[config.mk]
export PLATFORM = sky130hd
export DESIGN_NAME = least_loaded_server_dispatch
export DESIGN_NICKNAME = d
export VERILOG_FILES = /design/src/rtl/core/lls_pkg.sv /design/src/rtl/core/least_loaded_server_dispatch.sv /design/src/rtl/core/lls_cell.sv
export SDC_FILE = /design/constraint.sdc
export NUM_CORES = 2
export LEC_CHECK = 0
export ABC_AREA = 1
export BUFFER_PORTS_ARGS = -buffer_cell sky130_fd_sc_hd__buf_2
export CORE_MARGIN = 2
export CORE_UTILIZATION = 31
export DETAILED_ROUTE_END_ITERATION = 8
export PLACE_DENSITY = 0.42
export SKIP_LAST_GASP = 1
export SYNTH_ARGS = -nofsm -noshare
export SYNTH_HDL_FRONTEND = slang
export SYNTH_HIERARCHICAL = 1
export SYNTH_SLANG_ARGS = --single-unit
[constraint.sdc]
create_clock -name aclk -period 10.96 [get_ports aclk]
set_input_delay 2.192 -clock aclk [delete_from_list [all_inputs] [get_ports aclk]]
set_output_delay 2.192 -clock aclk [all_outputs]
set_load 0.01 [all_outputs]
[src/rtl/core/lls_pkg.sv]
// ----------------------------------------------------------------------------
// Least-loaded server dispatch package
// Shared widths, constants and the structures that travel between the
// dispatcher and its row of server cells.
// ----------------------------------------------------------------------------
package lls_pkg;

    localparam int MAX_SERVERS = 16;

    // Index and counter widths follow from the number of servers.
    localparam int IDX_W = (MAX_SERVERS > 1) ? $clog2(MAX_SERVERS) : 1;
    localparam int CNT_W = $clog2(MAX_SERVERS + 1);

    localparam int TIME_W = 32;
    localparam int SVC_W  = 16;
    localparam int CFG_W  = 5;
    localparam int SRV_W  = 4;
    localparam int WAIT_W = 32;
    localparam int SUM_W  = 48;
    localparam int JOBS_W = 32;

    localparam int S_DATA_W = 48;
    localparam int M_DATA_W = 120;

    // Running minimum carried along the row of cells.
    typedef struct packed {
        logic              valid;
        logic [IDX_W-1:0]  idx;
        logic [TIME_W-1:0] val;
    } lls_cand_t;

    // Broadcast from the dispatcher to every cell.
    typedef struct packed {
        logic              clr;
        logic              wr;
        logic [IDX_W-1:0]  idx;
        logic [TIME_W-1:0] val;
    } lls_upd_t;

endpackage

[src/rtl/core/least_loaded_server_dispatch.sv]
// Flow: an accepted item is held while the running minimum travels one cell
// per cycle along the row of server cells (scan state); the update step then
// registers the result. A new item is accepted only once the update is done.
// A pending result does not block acceptance; it only holds the update step.
// Reset (aresetn low, synchronous): finish times, wait sum and job count
// cleared, num_servers set to 1, no result pending.
// ----------------------------------------------------------------------------
// Least-loaded server dispatch
// Assigns each job to the server that becomes free earliest and reports the
// wait, the running wait sum and the job count.
// ----------------------------------------------------------------------------
module least_loaded_server_dispatch
    import lls_pkg::*;
(
    input  logic                aclk,
    input  logic                aresetn,
    input  logic                cfg_valid,
    output logic                cfg_ready,
    input  logic [CFG_W-1:0]    cfg_data,   // num_servers
    input  logic                s_tvalid,
    output logic                s_tready,
    input  logic [S_DATA_W-1:0] s_tdata,    // arrival_time[31:0], service_time[47:32]
    input  logic                s_tuser,    // batch_start
    input  logic                s_tlast,    // last_job
    output logic                m_tvalid,
    input  logic                m_tready,
    output logic [M_DATA_W-1:0] m_tdata,    // server_index[3:0], job_wait[35:4],
                                            // wait_sum[83:36], job_count[115:84], zero pad
    output logic                m_tlast     // batch_done
);

    typedef enum logic [1:0] {ST_IDLE, ST_SCAN, ST_UPD} state_t;

    state_t            state_reg;
    logic [IDX_W-1:0]  scan_cnt_reg;
    logic [CFG_W-1:0]  num_srv_reg;
    logic [TIME_W-1:0] arr_reg;
    logic [SVC_W-1:0]  svc_reg;
    logic              last_reg;
    logic [SUM_W-1:0]  total_reg;
    logic [JOBS_W-1:0] jobs_reg;

    logic              m_tvalid_reg;
    logic              m_tlast_reg;
    logic [SRV_W-1:0]  o_srv_reg;
    logic [WAIT_W-1:0] o_wait_reg;
    logic [SUM_W-1:0]  o_sum_reg;
    logic [JOBS_W-1:0] o_jobs_reg;

    logic [CNT_W-1:0]      count_eff;
    logic [MAX_SERVERS-1:0] active;
    lls_cand_t             chain [MAX_SERVERS+1];
    lls_cand_t             last_cand;
    lls_upd_t              upd;

    logic              s_acc;
    logic              upd_go;
    logic              late;
    logic [WAIT_W-1:0] wait_val;
    logic [TIME_W-1:0] base_val;
    logic [TIME_W:0]   fin_sum;
    logic [TIME_W-1:0] fin_new;
    logic [SUM_W:0]    tot_sum;
    logic [SUM_W-1:0]  tot_new;
    logic [JOBS_W-1:0] jobs_new;

    assign cfg_ready = 1'b1;
    assign s_tready  = (state_reg == ST_IDLE);
    assign s_acc     = s_tvalid && s_tready;
    assign upd_go    = (state_reg == ST_UPD) && (!m_tvalid_reg || m_tready);

    // Zero servers behaves as one; anything above the row length as the full row.
    always_comb begin
        if (num_srv_reg == '0) begin
            count_eff = CNT_W'(1);
        end else if (int'(num_srv_reg) > MAX_SERVERS) begin
            count_eff = CNT_W'(MAX_SERVERS);
        end else begin
            count_eff = CNT_W'(num_srv_reg);
        end
    end

    assign chain[0] = '0;

    for (genvar i = 0; i < MAX_SERVERS; i++) begin : g_cell
        assign active[i] = (CNT_W'(i) < count_eff);

        lls_cell u_cell (
            .aclk     (aclk),
            .aresetn  (aresetn),
            .cell_idx (IDX_W'(i)),
            .active   (active[i]),
            .upd      (upd),
            .cand_in  (chain[i]),
            .cand_out (chain[i+1])
        );
    end

    assign last_cand = chain[MAX_SERVERS];

    // Update of the chosen server and the batch totals.
    always_comb begin
        late     = last_cand.val > arr_reg;
        wait_val = late ? (last_cand.val - arr_reg) : '0;
        base_val = late ? last_cand.val : arr_reg;
        fin_sum  = {1'b0, base_val} + {{(TIME_W + 1 - SVC_W){1'b0}}, svc_reg};
        fin_new  = fin_sum[TIME_W] ? '1 : fin_sum[TIME_W-1:0];
        tot_sum  = {1'b0, total_reg} + {{(SUM_W + 1 - WAIT_W){1'b0}}, wait_val};
        tot_new  = tot_sum[SUM_W] ? '1 : tot_sum[SUM_W-1:0];
        jobs_new = (jobs_reg == '1) ? jobs_reg : (jobs_reg + JOBS_W'(1));
    end

    always_comb begin
        upd.clr = s_acc && s_tuser;
        upd.wr  = upd_go;
        upd.idx = last_cand.idx;
        upd.val = fin_new;
    end

    always_ff @(posedge aclk) begin
        if (!aresetn) begin
            num_srv_reg <= CFG_W'(1);
        end else if (cfg_valid && cfg_ready) begin
            num_srv_reg <= cfg_data;
        end
    end

    always_ff @(posedge aclk) begin
        if (!aresetn) begin
            state_reg    <= ST_IDLE;
            scan_cnt_reg <= '0;
            total_reg    <= '0;
            jobs_reg     <= '0;
            m_tvalid_reg <= 1'b0;
        end else begin
            if (m_tready && !upd_go) begin
                m_tvalid_reg <= 1'b0;
            end
            case (state_reg)
                ST_IDLE: begin
                    if (s_acc) begin
                        arr_reg      <= s_tdata[TIME_W-1:0];
                        svc_reg      <= s_tdata[TIME_W+SVC_W-1:TIME_W];
                        last_reg     <= s_tlast;
                        scan_cnt_reg <= '0;
                        state_reg    <= ST_SCAN;
                        if (s_tuser) begin
                            total_reg <= '0;
                            jobs_reg  <= '0;
                        end
                    end
                end
                ST_SCAN: begin
                    scan_cnt_reg <= scan_cnt_reg + IDX_W'(1);
                    if (scan_cnt_reg == IDX_W'(MAX_SERVERS - 1)) begin
                        state_reg <= ST_UPD;
                    end
                end
                ST_UPD: begin
                    if (upd_go) begin
                        total_reg    <= tot_new;
                        jobs_reg     <= jobs_new;
                        o_srv_reg    <= SRV_W'(last_cand.idx);
                        o_wait_reg   <= wait_val;
                        o_sum_reg    <= tot_new;
                        o_jobs_reg   <= jobs_new;
                        m_tlast_reg  <= last_reg;
                        m_tvalid_reg <= 1'b1;
                        state_reg    <= ST_IDLE;
                    end
                end
                default: begin
                    state_reg <= ST_IDLE;
                end
            endcase
        end
    end

    assign m_tvalid = m_tvalid_reg;
    assign m_tlast  = m_tlast_reg;
    assign m_tdata  = {{(M_DATA_W - SRV_W - WAIT_W - SUM_W - JOBS_W){1'b0}},
                       o_jobs_reg, o_sum_reg, o_wait_reg, o_srv_reg};

`ifndef SYNTHESIS
    // A new item always starts the minimum search at the head of the row.
    a_scan_start: assert property (@(posedge aclk) disable iff (!aresetn)
        s_acc |=> (state_reg == ST_SCAN) && (scan_cnt_reg == '0))
        else $error("scan did not start after item acceptance");

    // The minimum reaching the end of the row always comes from some cell.
    a_cand_valid: assert property (@(posedge aclk) disable iff (!aresetn)
        (state_reg == ST_UPD) |-> last_cand.valid)
        else $error("no candidate at the end of the row");

    // The chosen server lies within the servers in use.
    a_cand_range: assert property (@(posedge aclk) disable iff (!aresetn)
        (state_reg == ST_UPD) |-> (CNT_W'(last_cand.idx) < count_eff))
        else $error("chosen server outside the configured range");

    // A result still waiting is never overwritten by the update step.
    a_no_overwrite: assert property (@(posedge aclk) disable iff (!aresetn)
        (m_tvalid_reg && !m_tready) |=> m_tvalid_reg && $stable(o_sum_reg))
        else $error("pending result overwritten");
`endif

endmodule

[src/rtl/core/lls_cell.sv]
// ----------------------------------------------------------------------------
// Server cell
// Holds one server's finish time and passes the running minimum on to the
// next cell each cycle.
// ----------------------------------------------------------------------------
module lls_cell
    import lls_pkg::*;
(
    input  logic             aclk,
    input  logic             aresetn,
    input  logic [IDX_W-1:0] cell_idx,
    input  logic             active,
    input  lls_upd_t         upd,
    input  lls_cand_t        cand_in,
    output lls_cand_t        cand_out
);

    logic [TIME_W-1:0] finish_reg;
    lls_cand_t         cand_reg;
    lls_cand_t         cand_next;

    // Strict less-than keeps the lower index on equal finish times.
    always_comb begin
        cand_next = cand_in;
        if (active && (!cand_in.valid || (finish_reg < cand_in.val))) begin
            cand_next.valid = 1'b1;
            cand_next.idx   = cell_idx;
            cand_next.val   = finish_reg;
        end
    end

    always_ff @(posedge aclk) begin
        if (!aresetn) begin
            finish_reg     <= '0;
            cand_reg.valid <= 1'b0;
        end else begin
            if (upd.clr) begin
                finish_reg <= '0;
            end else if (upd.wr && (upd.idx == cell_idx)) begin
                finish_reg <= upd.val;
            end
            cand_reg.valid <= cand_next.valid;
        end
        cand_reg.idx <= cand_next.idx;
        cand_reg.val <= cand_next.val;
    end

    assign cand_out = cand_reg;

endmodule
==> metrics.log <==
[metrics] run status: finished clean
[metrics] placeable core region: 220000 sq um
[metrics] weighted congestion at the end of routability-driven global placement: 0.855
[metrics] wire length of the first global-routing pass: 342 mm
[metrics] row count: 172
[metrics] top metal layer carrying routed signals: met4
[metrics] Total Power: 12.5 mW
[metrics] startpoint of the worst setup timing path: arr_reg[28]$_DFFE_PP_
[metrics] arrival time of data at the critical path endpoint: 7770 ps
[metrics] top achievable clock speed: 141 MHz
[metrics] Starting DRT DRC Count: 3718
[metrics] average wire per cell in the routed design: 18.5 microns
[metrics] clock period minus final worst setup slack: 7080 ps
[metrics] growth of design area from synthesis to finish: 13.9%
[metrics] Antenna Violating Nets Remaining: 0
[metrics] overall routing resource usage: 0.199
[metrics] via count: 57000
[metrics] leak pwr: 34.7 nW
[metrics] grt ovf: 0
[metrics] worst-path fanout max: 70
[metrics] length of routed wiring on met1: 111 mm
[metrics] largest net degree at the start of global routing: 166
[metrics] Clock Root Buffer: sky130_fd_sc_hd__clkbuf_16
[metrics] Hold WC Path Type: flop to flop
[metrics] antenna violations before repair: 29
[metrics] R2R cell count: 21
[metrics] Worst Hold Launch: g_cell[10].u_cell/cand_out[25]$_DFF_P_
[metrics] IO Port Bufs: 178
[metrics] Post-CTS Repair Setup Buffers: 0
[metrics] DRC: 0
[metrics] DR vias/cell: 4.63
[metrics] final setup slack of the worst path: 3880 ps
[metrics] number of global-route vias before repair: 54500
[metrics] total count of max-transition violations in the final report: 0
[metrics] routed length on met3: 10.2 mm
[metrics] die width: 475 microns
[metrics] number of buffers added to fix hold violations after cts: 0
[metrics] Total Negative Setup Slacks: 0 ps
[metrics] worst slew margin relative to its limit: 0.253
[metrics] yosys warns: 6
[metrics] total standard cell area after synthesis: 68700 sq um
[metrics] max_cap viols: 0
[metrics] fraction of final layout cells sized beyond drive strength 1: 0.0687
[metrics] number of buffers created by CTS: 167
[metrics] category of the worst setup path capture point: flop
[metrics] clock sinks: 1361
[metrics] endpoint of the most critical setup path: g_cell[11].u_cell/finish_reg[19]$_SDFFE_PP0P_
[metrics] Setup Viol. Count Final: 0
[metrics] Resize count post-CTS: 0
[metrics] Die Area: 225000 sq um
[metrics] final worst-path cycle share: 0.646
[metrics] worst reg2reg setup slack: 3880 ps
[metrics] Max H-tree Level: 4
[metrics] Synth Area per Inst: 7.66 sq um
[metrics] clock transition at the registers of the reported paths: 60 ps
[metrics] Clk Latency, worst-skew pair: 820 ps
[metrics] startpoint type of the worst setup path: flop
[metrics] Cell Pwr Density: 160 nW/um^2
[metrics] maximum clock skew at final layout: 39.0 ps
[metrics] sum of met2 wire segment lengths after detailed routing: 100 mm
[metrics] type of the worst setup path: flop to flop
[metrics] net count of the finished layout: 9851
[metrics] Peak VDD IR: 0.134 mV
[metrics] worst-margin pin slew: 1120 ps
[metrics] Initial Util: 0.312
[metrics] Hold Fails Final Rpt: 0
[metrics] required time at the worst-slack endpoint: 11650 ps
[metrics] unrepaired setup endpoints after global routing: false
[metrics] io pins: 184
[metrics] number of detailed-routing iterations run before antenna repair: 5
[metrics] worst setup slack before clock tree synthesis: 3920 ps
[metrics] CTS Buffer Depth: 3
[metrics] Critical R2R Launch: arr_reg[28]$_DFFE_PP_
[metrics] die extent in y: 475 microns
[metrics] reg-to-reg critical path endpoint: g_cell[11].u_cell/finish_reg[19]$_SDFFE_PP0P_
[metrics] max FFs per register: 591
[metrics] post-DP HPWL: 155 mm
[metrics] clock tree from TritonCTS: built
[metrics] wire length after detailed routing: 227 mm
[metrics] cells after synthesis: 8966
## routing by layer
| metal | vias to the layer above | track usage |
|---|---|---|
| met5 | - | 0 |
| met4 | 0 | 0.0544 |
| met3 | 272 | 0.0274 |
| met2 | 1105 | 0.314 |
| met1 | 26400 | 0.283 |
| li1 | 29200 | - |
## worst min-delay path by stage
stage	endpoint	slack [ps]	cells past startpoint
finish	g_cell[11].u_cell/cand_out[25]$_DFF_P_	420	2
CTS	m_tlast$_DFFE_PP_	410	0
floorplan	g_cell[10].u_cell/cand_out[32]$_DFF_P_	400	2
global route	m_tlast$_DFFE_PP_	430	0
global placement	m_tlast$_DFFE_PP_	400	0
detailed placement	g_cell[1].u_cell/cand_out[33]$_DFF_P_	400	2
## critical path, cell delays in order, from the launching register on
cell,delay [ps]
sky130_fd_sc_hd__edfxtp_1,380
sky130_fd_sc_hd__inv_1,50
sky130_fd_sc_hd__ha_1,340
sky130_fd_sc_hd__nand2_1,90
sky130_fd_sc_hd__nor2_1,180
sky130_fd_sc_hd__nand2_1,120
sky130_fd_sc_hd__nor2_2,250
sky130_fd_sc_hd__nand4_2,520
sky130_fd_sc_hd__nand2_4,390
sky130_fd_sc_hd__buf_4,720
sky130_fd_sc_hd__a21oi_1,170
sky130_fd_sc_hd__ha_1,380
sky130_fd_sc_hd__nand2_1,80
sky130_fd_sc_hd__o21ai_2,210
sky130_fd_sc_hd__inv_1,90
sky130_fd_sc_hd__o21ai_0,710
sky130_fd_sc_hd__nand4_4,190
sky130_fd_sc_hd__nor2_4,230
sky130_fd_sc_hd__nand3_4,490
sky130_fd_sc_hd__nand3_2,960
sky130_fd_sc_hd__nor2_1,110
sky130_fd_sc_hd__a211oi_1,200
## report_power, final
group / leakage (nW) / internal, mW / switching [mW]
combinational: 20.8 / 0.345 / 1.23
clock: 2.70 / 3.34 / 2.27
sequential: 11.2 / 5.21 / 0.131
total: 34.7 / 8.89 / 3.63
## stage by stage
stage           util  cells  hold WS (ps)  area [sq um]
2_1_floorplan      -   9169           396         69500
6_report       0.356  12300           416         78200
3_3_place_gp   0.331  12000           403         72700
5_1_grt        0.356  12300           425         78200
3_5_place_dp   0.331  12000           404         72700
4_1_cts        0.356  12300           414         78200
## cells in the final DEF, fill, tap and decap left out, types with 12 or more instances in the layout
master,instances
sky130_fd_sc_hd__dfxtp_1,1194
sky130_fd_sc_hd__a21oi_1,350
sky130_fd_sc_hd__nand2_4,36
sky130_fd_sc_hd__o21ai_0,181
sky130_fd_sc_hd__a31oi_1,13
sky130_fd_sc_hd__buf_4,54
sky130_fd_sc_hd__buf_2,178
sky130_fd_sc_hd__or2_2,30
sky130_fd_sc_hd__nor2_1,928
sky130_fd_sc_hd__ha_1,578
sky130_fd_sc_hd__conb_1,205
sky130_fd_sc_hd__nand4_2,17
sky130_fd_sc_hd__inv_1,1417
sky130_fd_sc_hd__nand2_2,31
sky130_fd_sc_hd__clkbuf_8,29
sky130_fd_sc_hd__o21bai_1,12
sky130_fd_sc_hd__clkbuf_1,41
sky130_fd_sc_hd__nand3_1,712
sky130_fd_sc_hd__clkinv_2,22
sky130_fd_sc_hd__edfxtp_1,166
sky130_fd_sc_hd__nand2_1,2022
sky130_fd_sc_hd__nand4_1,44
sky130_fd_sc_hd__nand3_2,18
sky130_fd_sc_hd__a211oi_1,514
sky130_fd_sc_hd__nor3_1,70
sky130_fd_sc_hd__xnor2_1,65
sky130_fd_sc_hd__bufinv_16,13
sky130_fd_sc_hd__clkbuf_16,170
sky130_fd_sc_hd__xor2_1,91
sky130_fd_sc_hd__nor4_1,13
## final cells by class
type	instances	area, sq um
clock buffer	240	4810
tap	2958	3700
multi-input combinational	6026	33500
fill	23100	142000
sequential	1361	28900
inverter	1421	5330
timing repair buffer	233	1320
clock inverter	55	683
antenna	6	15.0
No activity file was read; power rests on OpenSTA's default activity.
